$ cat src/sv/arpc_pkg.sv
// Shared types, widths and constants for the ARP cache with entry aging.
package arpc_pkg;

    localparam int TABLE_ENTRIES_DEF = 64;

    localparam int ACT_W      = 2;
    localparam int IFACE_W    = 8;
    localparam int IP_W       = 32;
    localparam int MAC_W      = 48;
    localparam int LIFE_W     = 10;
    localparam int CFG_IDX_W  = 3;
    localparam int CFG_DATA_W = 32;
    localparam int ENTRY_W    = IFACE_W + IP_W + MAC_W;

    localparam logic [IP_W-1:0]    BCAST_IP         = 32'hFFFF_FFFF;
    localparam logic [IFACE_W-1:0] BCAST_IFACE      = 8'hFF;
    localparam logic [MAC_W-1:0]   BCAST_MAC        = 48'hFFFF_FFFF_FFFF;
    localparam logic [LIFE_W-1:0]  DEFAULT_LIFETIME = 10'd1000;

    typedef enum logic [ACT_W-1:0] {
        ACT_INSERT    = 2'd0,
        ACT_QUERY_IP  = 2'd1,
        ACT_QUERY_MAC = 2'd2,
        ACT_TICK      = 2'd3
    } t_action;

    typedef enum logic [CFG_IDX_W-1:0] {
        CFG_BCAST_ADDR  = 3'd0,
        CFG_SUBNET_ADDR = 3'd1,
        CFG_SUBNET_MASK = 3'd2,
        CFG_DEF_ROUTER  = 3'd3,
        CFG_LIFETIME    = 3'd4
    } t_cfg_idx;

    typedef enum logic [1:0] {
        ST_IDLE,
        ST_SCAN,
        ST_WRITE,
        ST_DONE
    } t_state;

    typedef struct packed {
        logic load;
        logic scan;
        logic write;
        logic out_load;
    } t_cmd;

    typedef struct packed {
        t_action action;
        logic    bcast;
        logic    scan_done;
        logic    out_free;
    } t_stat;

endpackage

$ cat src/sv/arpc_ctrl.sv
// Sequencer for the ARP cache: accept, table scan, insert write, result hand-off.
module arpc_ctrl
    import arpc_pkg::*;
(
    input  logic  i_clk,
    input  logic  i_rst_n,
    input  logic  i_in_valid,
    output logic  o_in_stall,
    input  t_stat i_stat,
    output t_cmd  o_cmd
);

    t_state r_state;
    t_state n_state;

    always_ff @(posedge i_clk) begin
        if (!i_rst_n) begin
            r_state <= ST_IDLE;
        end else begin
            r_state <= n_state;
        end
    end

    always_comb begin
        n_state    = r_state;
        o_cmd      = '0;
        o_in_stall = 1'b1;
        unique case (r_state)
            ST_IDLE: begin
                o_in_stall = 1'b0;
                if (i_in_valid) begin
                    o_cmd.load = 1'b1;
                    n_state    = ST_SCAN;
                end
            end
            ST_SCAN: begin
                // broadcast queries are answered without touching the table
                if (i_stat.action == ACT_QUERY_IP && i_stat.bcast) begin
                    n_state = ST_DONE;
                end else begin
                    o_cmd.scan = 1'b1;
                    if (i_stat.scan_done) begin
                        unique case (i_stat.action)
                            ACT_INSERT:                  n_state = ST_WRITE;
                            ACT_TICK:                    n_state = ST_IDLE;
                            ACT_QUERY_IP, ACT_QUERY_MAC: n_state = ST_DONE;
                        endcase
                    end
                end
            end
            ST_WRITE: begin
                o_cmd.write = 1'b1;
                n_state     = ST_IDLE;
            end
            ST_DONE: begin
                if (i_stat.out_free) begin
                    o_cmd.out_load = 1'b1;
                    n_state        = ST_IDLE;
                end
            end
        endcase
    end

endmodule

$ cat config.mk
export PLATFORM = sky130hd
export DESIGN_NAME = arpc_ctrl
export DESIGN_NICKNAME = d
export VERILOG_FILES = /design/src/sv/arpc_pkg.sv /design/src/sv/arpc_ctrl.sv
export SDC_FILE = /design/constraint.sdc
export NUM_CORES = 1
export LEC_CHECK = 0
export ABC_AREA = 0
export BUFFER_PORTS_ARGS = -buffer_cell sky130_fd_sc_hd__buf_2
export CORE_AREA = 10 10 47 49
export CTS_CLUSTER_SIZE = 40
export DETAILED_ROUTE_END_ITERATION = 16
export DIE_AREA = 0 0 57 59
export HOLD_SLACK_MARGIN = 0.06
export SETUP_SLACK_MARGIN = 0.1
export SYNTH_ARGS = -nofsm -noshare
export SYNTH_HDL_FRONTEND = slang
export SYNTH_SLANG_ARGS = --single-unit
$ cat constraint.sdc
create_clock -name i_clk -period 0.9 [get_ports i_clk]
set_input_delay 0 -clock i_clk [delete_from_list [all_inputs] [get_ports i_clk]]
set_output_delay 0 -clock i_clk [all_outputs]
set_load 0.005 [all_outputs]
# Word level (Yosys, flattened, before mapping)
# Index checks and enable logic that the tools add are counted.
[op_classes] addsub=0 bitwise_logic=0 div=0 muxes=14 n_eq_ne=9 shift=0 reduce_logical=5 mul=0 n_lt_le_gt_ge=0
[op_table] op="$eq A2 B2 Y1 const B" count=4
[op_table] op="$mux W1" count=8
[op_table] op="$mux W2" count=4
[op_table] op="$pmux W2 S4" count=1
[op_table] op="$pmux W2 S3" count=1
[op_table] op="$eq A2 B1 Y1 const B" count=2
[op_table] op="$logic_not A2 Y1" count=2
[op_table] op="$ne A2 B2 Y1 const B" count=2
[op_table] op="$ne A3 B3 Y1 const B" count=1
[op_table] op="$reduce_and A3 Y1" count=1
[op_table] op="$reduce_or A2 Y1" count=1
[op_table] op="$logic_and A1 B1 Y1" count=1
[totals] word_cells=29 ram_bits=0 ff_bits=2 romBits=0 output_inout_bits=5 mem_count=0 latchBits=0 input_bits=8

# Logic depth before layout (Yosys ltp)
# Gate-level depths: netlist of run 1.
[depth] word_depth=6 ltp_mapped=5 ltp_nobuf=5

# Worst setup path after synthesis of run 1
# Ideal clock, no wire load.
[synth_path] path_kind="reg2reg" from="reg r_state[1]" to="reg r_state[1]" n_path_buf=0 t_arrival_ps=691 setup_slack_ps=93 synth_period_minus_slack_ps=807 setup_time_ps=116 required_time_ps=784 stages_incl_launch_ff=4 path_cell_list="dfxtp_1 -> nand2b_1 -> o31ai_1 -> and3_2"
[synth_between] elab_chain_cells=3 word_cells_on_any_way=9 cone_classes="6 x eq/ne; 1 x mux; 2 x reduce/logical"
[synth_rtl] element="start, declared" line_no="arpc_ctrl.sv:13" source="t_state r_state;"
[synth_rtl] element="start signal, assigned" line_no="arpc_ctrl.sv:20" source="r_state <= n_state;"
[synth_rtl] element="$eq A2 B1 Y1 (tied with other cells)" line_no="arpc_ctrl.sv:28" source="unique case (r_state)"
[synth_rtl] element="$ne A3 B3 Y1 (no source line) / $ne A2 B2 Y1 (equally long branches)"
[synth_rtl] element="$reduce_and A3 Y1 (no source line)"
# Parallel ways exist; a longest one is shown, timed or not.
# A chain may end at the register's enable or synchronous reset.

==> metrics.yaml, run 1 <==
slew_headroom_pct: 82.9
cp-end-kind: "output pin"
ys_ff_latch: 2
maxCapViolations: 0
die_y_um: 59
p_total_uw: 456
layout.nets: 53
wl_um: 669
synth-edff-count: 0
ys_async_sr_fraction_pct: 0
cts_buffers: 3
ctsRootBufferMaster: "clkbuf_4"
layout_setup_ws_ns: -0.0956
dp_hpwl_um: 426
synthCells: 21
drtIter0Drc: 2
critical_path_class: "flop to output pin"
via_count: 230
grt_pass1_wl_mm: 1.24
fmax_ghz: 1.00
gp_congestion: 0.699
cts.sinks: 2
rows: 14
synth_warnings: 0
largest_reg_flops: 2
tns_ns: -0.403
yosysUniqueCellTypes: 17
postRouteAntennaNets: 0
vias_per_cell: 4.04
tightest_slew_ns: 0.256
syn_to_final_growth_pct: 122
grt_remaining_overflow: 0
min_period_over_period_pct: 111
drc: 0
final_hold_viol_count: 0
avgSynthCellArea_um2: 8.64
antenna_found_initial: 0
cts_tree: "done"
synth_largest_area_cell: "dfxtp_1"
setup_viol: 7
coreArea_um2: 1400
synth_top_flop_cell: "dfxtp_1"
synthTopCellsByCount: "and3_2 (2), dfxtp_1 (2), ha_1 (2), inv_1 (2)"
clk_path_buf_depth: 2
cellLeakagePower_uw: 0.000193
clk_latency_ns: 0.23
dieArea_um2: 3360
status: "finished with violations"
io_buffers: 12
ir_worst_vdd_uv: 317
critPathLaunchType: "flop"
ys_top_cells_by_area: "dfxtp_1 (22%), ha_1 (14%), and3_2 (8.3%), a21boi_2 (6.2%), nand4bb_1 (6.2%)"
grt_max_degree: 7
drive_above_1_share_pct: 78.0
antenna_cells: 0
syn_area_um2: 181
grt_usage_pct: 5.06
h-tree-depth: 1
rsz0062_at_grt: "yes"
top_register: "r_state"
synth_fp_nets: 31
drt-wirelength-per-cell_um: 11.7
cp.required_ns: 0.90
violations: "negative setup slack"
drv_slew: 0
p_switching_uw: 121
fin_crit_ns: 0.996
first_pass_iters: 2
p_int_uw: 335
pin_count: 13
initial_core_util_pct: 12.9
ys_seq_area_share_pct: 22.1
clk_pin_slew_ns: 0.03
pwr-share-clk_pct: 44.4
die_x_um: 57
path_max_fanout: 6
p_per_area_nw_per_um2: 1130
hp-class: "input port to flop"
grt_pass1_vias: 275
p_seq_share_pct: 22.1
arrival_ns: 1.00
reg_top3: "r_state: 2 flops"
fin_skew_ns: 0.00511
synth_top_cell_area_share_pct: 22.1
pwr-share-comb_pct: 33.5
power_switching_share_pct: 26.5
## worst paths after layout
kind / startpoint / to / slack (ns) / depth (start not counted)
worst min-delay path: i_stat[1] / r_state[0] / 0.13 / 3
worst max register to register: r_state[1] / r_state[1] / -0.06 / 3
worst max-delay path: r_state[1] / o_cmd[2] / -0.1 / 3
worst min register to register: r_state[1] / r_state[0] / 0.63 / 3
## stage by stage
step	utilization, %	setup slack [ns]	hold slack (ns)	instance area [um^2]	instances
after floorplan	-	0.122	0.0707	184	21
after global placement	18.8	0.0615	0.263	264	49
after detailed placement	18.8	0.0631	0.273	264	49
after CTS	26.4	-0.114	0.103	370	57
after global routing	28.7	-0.132	0.160	403	57
final	28.7	-0.0956	0.128	403	57
## what timing repair did
item                                   4_1_cts  5_1_grt
setup buffers                                4        0
hold buffers                                 1        0
gates resized for setup                     10        6
setup endpoints to repair                    7        7
endpoints found under the hold margin        2        0
pin swaps                                    4        2
## power groups by stage
stage | combinational [uW] | clock [uW] | sequential (uW)
5_1_grt | 170 | 234 | 101
2_1_floorplan | 44.4 | 0 | 106
3_5_place_dp | 84.0 | 0 | 109
4_1_cts | 132 | 211 | 100
6_report | 153 | 202 | 101
3_3_place_gp | 84.6 | 0 | 108
## layer usage
metal	part of all wire [%]	vias up	track usage (%)
met3	6.7	0	2.79
met2	46	11	6.82
met4	0	0	6.04
met1	48	104	4.99
met5	0	-	0
li1	-	115	-
## cell families after synthesis
family / share of synthesized area (%)
buffers and inverters: 4.14
flip-flops: 22.1
AND/OR/NAND/NOR: 39.3
adder cells (fa/ha/maj): 13.8
AO/OA/AOI/OAI: 20.7
## layout make-up
class                   count  area [um^2]
repair buffers             17          126
inverters                   2         7.51
flip-flops and latches      2         47.5
multi-input cells          17          179
well taps                  16         20.0
fillers                   157          998
clock buffers               3         22.5
## worst max-delay path, cell delays in order, from the launching register on
cell	delay (ns)
dfxtp_4	0.35
buf_6	0.11
and3b_2	0.22
buf_6	0.09
## placed cells by master, fill, tap and decap left out
master	instances
clkbuf_4	3
nor2_2	1
or2_4	1
o21ai_2	1
nand2_1	1
and2b_2	1
and3b_2	1
a21oi_1	1
inv_1	2
buf_6	5
dfxtp_4	2
nor2b_1	1
and3_4	2
o31ai_4	1
nand4bb_1	1
buf_4	2
ha_1	2
dlygate4sd3_1	1
buf_2	9
nand2b_4	1
a21boi_2	1
a41oi_2	1
Note: power is estimated with default switching activity, not from simulation.
==> run 2, diff against run 1 <==
--- a/config.mk
+++ b/config.mk
@@ -6,11 +6,11 @@
 export NUM_CORES = 1
 export LEC_CHECK = 0
 export ABC_AREA = 0
-export BUFFER_PORTS_ARGS = -buffer_cell sky130_fd_sc_hd__buf_2
 export CORE_AREA = 10 10 47 49
 export CTS_CLUSTER_SIZE = 40
 export DETAILED_ROUTE_END_ITERATION = 16
 export DIE_AREA = 0 0 57 59
+export DONT_BUFFER_PORTS = 1
 export HOLD_SLACK_MARGIN = 0.06
 export SETUP_SLACK_MARGIN = 0.1
 export SYNTH_ARGS = -nofsm -noshare
==> run 2 against run 1 <==
  * The flow still finishes with violations (negative setup slack)
  * Clock skew grew 0.00088 ns
  * Sequential cell count stayed put
  * Fmax up 3.6%
  * Clock power grew 2%
  * Sequential power hardly changed
  * Worst hold slack lost 0.083 ns
  * Register-to-register slack about the same
  * Wire length decreased by 0.30%
  * Utilization is 4.9 points lower
  * Cell count is 18% lower
  * Worst setup slack better by 0.035 ns
  * Critical endpoint is now r_state[1]
  * Largest power group unchanged
==> metrics.yaml, run 2 (synthesized netlist as in run 1, its figures left out) <==
dp_hpwl_um: 418
largest_reg_flops: 2
grt_max_degree: 9
syn_to_final_growth_pct: 84.1
via_count: 216
ir_worst_vdd_uv: 226
vias_per_cell: 4.60
tightest_slew_ns: 0.255
wl_um: 667
drc: 0
cp.required_ns: 1.06
io_buffers: 0
die_y_um: 59
most-common-layout-cells: "clkbuf_4 (3), dlygate4sd3_1 (3)"
path_cells: "buf_4, o31ai_4, and3_4"
status: "finished with violations"
h-tree-depth: 1
reg_top3: "r_state: 2 flops"
gp_congestion: 0.643
first_pass_iters: 4
path_max_fanout: 8
whs_ns: 0.0453
cpPeakStageDelay_ns: 0.36
critPathLaunchType: "flop"
fmax_ghz: 1.04
arrival_ns: 1.13
critical_path_class: "flop to flop"
dieArea_um2: 3360
ctsRootBufferMaster: "clkbuf_4"
hp-class: "input port to flop"
cellLeakagePower_uw: 0.000147
drtIter0Drc: 6
fin_crit_ns: 0.961
cts.sinks: 2
setup_viol: 3
drv_slew: 0
cts_tree: "done"
drt-wirelength-per-cell_um: 14.2
grt_usage_pct: 4.20
grt_pass1_vias: 199
fin_skew_ns: 0.00599
slew_headroom_pct: 83.0
rsz0062_at_grt: "yes"
postRouteAntennaNets: 0
min_period_over_period_pct: 107
cts_buffers: 3
initial_core_util_pct: 12.9
antenna_found_initial: 0
clk_path_buf_depth: 2
p_per_area_nw_per_um2: 1270
layout_setup_ws_ns: -0.0610
ctsHoldBuffers: 3
finish.instance_area_um2: 334
clk_latency_ns: 0.23
grt_pass1_wl_um: 972
drive_above_1_share_pct: 58.1
layout.nets: 43
grt_remaining_overflow: 0
crit_slowest_cell: "dfxtp_4"
cp-end-kind: "flop"
placed_cell_area_um2: 204
violations: "negative setup slack"
maxCapViolations: 0
die_x_um: 57
r2r_slack_ns: -0.06
rows: 14
clk_pin_slew_ns: 0.03
coreArea_um2: 1400
antenna_cells: 0
final_hold_viol_count: 0
pin_count: 13
top_register: "r_state"
run 2: path summary, 6_finish.rpt:
check / start / to / depth (start not counted)
worst max-delay path: r_state[1] / r_state[1] / 3
worst min-delay path: i_stat[3] / r_state[0] / 2
worst max register to register: r_state[1] / r_state[1] / 3
worst min register to register: r_state[1] / r_state[0] / 2
run 2: timing repair:
action	CTS	global route
pin swaps	5	3
endpoints found under the hold margin	2	1
gates resized for setup	6	5
buffers inserted	2	2
endpoints found under the setup margin	7	7
run 2: final cells by class:
class	instances	area, um^2
Clock buffer	3	22.5
Timing Repair Buffer	7	67.6
Sequential cell	2	47.5
Multi-Input combinational cell	17	169
Fill cell	157	1070
Inverter	2	7.51
Tap cell	16	20.0
run 2: critical path: cells and delay by family (launching register included):
kind                   cells  cell delay (ns)
DFF                        1             0.36
AOI/OAI and AO/OA          1             0.20
and+or+nand+nor            1             0.20
buffers and inverters      1             0.14
run 2: power breakdown:
part           internal, uW  switching, uW
Sequential             94.5           9.57
Combinational          69.6           44.1
Clock                   148           59.1
Total                   312            113
run 2: per-layer routing:
| layer | share of wire, % | global-route usage [%] | vias to the layer above |
|---|---|---|---|
| met3 | 19 | 3.65 | 6 |
| met4 | 6.1 | 8.05 | 0 |
| met2 | 37 | 3.10 | 22 |
| li1 | - | - | 95 |
| met1 | 37 | 4.29 | 93 |
| met5 | 0 | 0 | - |
run 2: stage by stage:
stage               total power (uW)  util, %  instances  setup WS (ns)  setup TNS, ns
finish                           425     23.8         47        -0.0610         -0.118
global placement                 161     14.6         37         0.0636              0
detailed placement               161     14.6         37         0.0651              0
global route                     468     23.8         47        -0.0920         -0.277
CTS                              413     21.0         45        -0.0606         -0.133
floorplan                        150        -         21          0.122              0
==> run 3, diff against run 2 <==
--- a/config.mk
+++ b/config.mk
@@ -6,12 +6,15 @@
 export NUM_CORES = 1
 export LEC_CHECK = 0
 export ABC_AREA = 0
+export CELL_PAD_IN_SITES_DETAIL_PLACEMENT = 0
+export CELL_PAD_IN_SITES_GLOBAL_PLACEMENT = 1
 export CORE_AREA = 10 10 47 49
 export CTS_CLUSTER_SIZE = 40
 export DETAILED_ROUTE_END_ITERATION = 16
 export DIE_AREA = 0 0 57 59
 export DONT_BUFFER_PORTS = 1
 export HOLD_SLACK_MARGIN = 0.06
+export PLACE_DENSITY_LB_ADDON = 0.1
 export SETUP_SLACK_MARGIN = 0.1
 export SYNTH_ARGS = -nofsm -noshare
 export SYNTH_HDL_FRONTEND = slang
==> run 3 against run 2 <==
  * The flow still finishes with violations (negative setup slack)
  * Via count down 8.3%
  * Non-clock buffer count increased by 1
  * Sequential cell count unchanged
  * Register-to-register slack improved by 0.05 ns
  * Sequential share of layout area fell by 1.3 points
  * Cell count is 2.1% higher
  * Fmax increased by 3.0%
  * Global-route usage decreased by 0.11 points
  * Worst setup slack gained 0.028 ns
  * Critical path depth decreased by 1
  * Die area unchanged
  * Clock power shrank 5%
  * Largest cell class unchanged
  * Largest power group unchanged
==> metrics.yaml, run 3 (synthesized netlist as in run 1, its figures left out) <==
status: "finished with violations"
violations: "negative setup slack"
coreArea_um2: 1400
most-common-layout-cells: "buf_6 (4), clkbuf_4 (3)"
p_total_uw: 436
initial_core_util_pct: 12.9
timing.rr.end: "r_state[0]"
fin_crit_ns: 0.933
ir_worst_vdd_uv: 344
syn_to_final_growth_pct: 102
grt_max_degree: 10
clk_pin_slew_ns: 0.03
antenna_found_initial: 0
drtIter0Drc: 0
pin_count: 13
arrival_ns: 0.93
vias_per_cell: 4.13
clk_path_buf_depth: 2
min_period_over_period_pct: 104
critical_path_class: "flop to output pin"
io_buffers: 0
whs_ns: 0.0579
drt-wirelength-per-cell_um: 14.1
fin_skew_ns: 0.00140
slew_headroom_pct: 84.0
via_count: 198
cts_tree: "done"
p_per_area_nw_per_um2: 1190
dp_hpwl_um: 454
grt-busiest-layer: "met2"
hold_path_end: "r_state[0]"
largest_reg_flops: 2
critPathLaunchType: "flop"
worstReg2RegStart: "r_state[1]"
top_register: "r_state"
gp_congestion: 0.617
cp.required_ns: 0.90
layout_commonest_cell: "buf_6"
drive_above_1_share_pct: 65.6
grt_remaining_overflow: 0
hold-path-cell-count: 2
first_pass_iters: 1
dieArea_um2: 3360
antenna_cells: 0
reg_top3: "r_state: 2 flops"
cts.sinks: 2
rows: 14
path_max_fanout: 4
tightest_slew_ns: 0.239
hp-class: "input port to flop"
die_y_um: 59
grt_pass1_wl_mm: 1.01
cts_buffers: 3
use_met1_pct: 2.94
ctsRootBufferMaster: "clkbuf_4"
die_x_um: 57
cp-end-kind: "output pin"
cellLeakagePower_uw: 0.000162
wl_um: 675
setup_viol: 3
fmax_ghz: 1.07
drc: 0
min-delay-start: "i_stat[3]"
drv_slew: 0
rsz0062_at_grt: "yes"
use_met3_pct: 2.79
grt_pass1_vias: 222
postRouteAntennaNets: 0
grt.met2_usage_pct: 6.98
r2r_cells: 3
layout.nets: 44
layout_setup_ws_ns: -0.0333
maxCapViolations: 0
critPathLaunch: "r_state[0]"
grt_usage_pct: 4.09
final_hold_viol_count: 0
r2r_slack_ns: -0.01
h-tree-depth: 1
clk_latency_ns: 0.22
==> run 3: cell types whose count changed in the layout (fill, tap and decap cells not counted), sizes merged <==
cell	before	now
buf	4	5
dlygate4sd3	3	2
dlymetal6s4s	0	1
==> run 3: worst max-delay path: stages, from the launching register on <==
cell     delay (ns)
dfxtp_4        0.35
or2_4          0.27
nor2_4         0.09
==> run 3: worst max-delay path by stage <==
stage | end | depth (start not counted)
2_1_floorplan | r_state[1] | 3
3_3_place_gp | r_state[0] | 3
3_5_place_dp | r_state[0] | 3
4_1_cts | o_cmd[3] | 2
5_1_grt | o_cmd[3] | 2
6_report | o_cmd[3] | 2
==> run 3: what timing repair did <==
action                                  in CTS  in global routing
hold endpoints to repair                     2                  0
resized for setup                            9                 10
endpoints found under the setup margin       7                  7
pin swaps                                    5                  4
setup buffers                                3                  2
hold buffers                                 3                  0
==> run 3: final cells by class <==
cell class,instances,area [um^2]
sequential,2,47.5
multi-input combinational,17,184
inverter,2,7.51
fill,170,1030
tap,16,20.0
clock buffer,3,22.5
timing repair buffer,8,85.1
==> run 3: layer usage <==
layer | vias to the layer above | routed length, um | share of wire (%)
met2 | 4 | 405 | 60
li1 | 99 | - | -
met3 | 0 | 55 | 8.1
met4 | 0 | 0 | 0
met5 | - | 0 | 0
met1 | 95 | 215 | 32
==> run 3: metrics by stage <==
stage | instances | cell area, um^2 | util [%] | setup WS, ns | setup TNS (ns)
3_3_place_gp | 37 | 204 | 14.6 | 0.0296 | 0
3_5_place_dp | 37 | 204 | 14.6 | 0.0298 | 0
6_report | 48 | 367 | 26.2 | -0.0333 | -0.0536
2_1_floorplan | 21 | 184 | - | 0.122 | 0
5_1_grt | 48 | 367 | 26.2 | -0.0616 | -0.205
4_1_cts | 46 | 313 | 22.3 | -0.0699 | -0.0921
==> run 3: where the power goes <==
part | switching (uW) | internal (uW)
logic | 51.8 | 82.8
registers | 10.2 | 94.5
clock network | 50.0 | 147
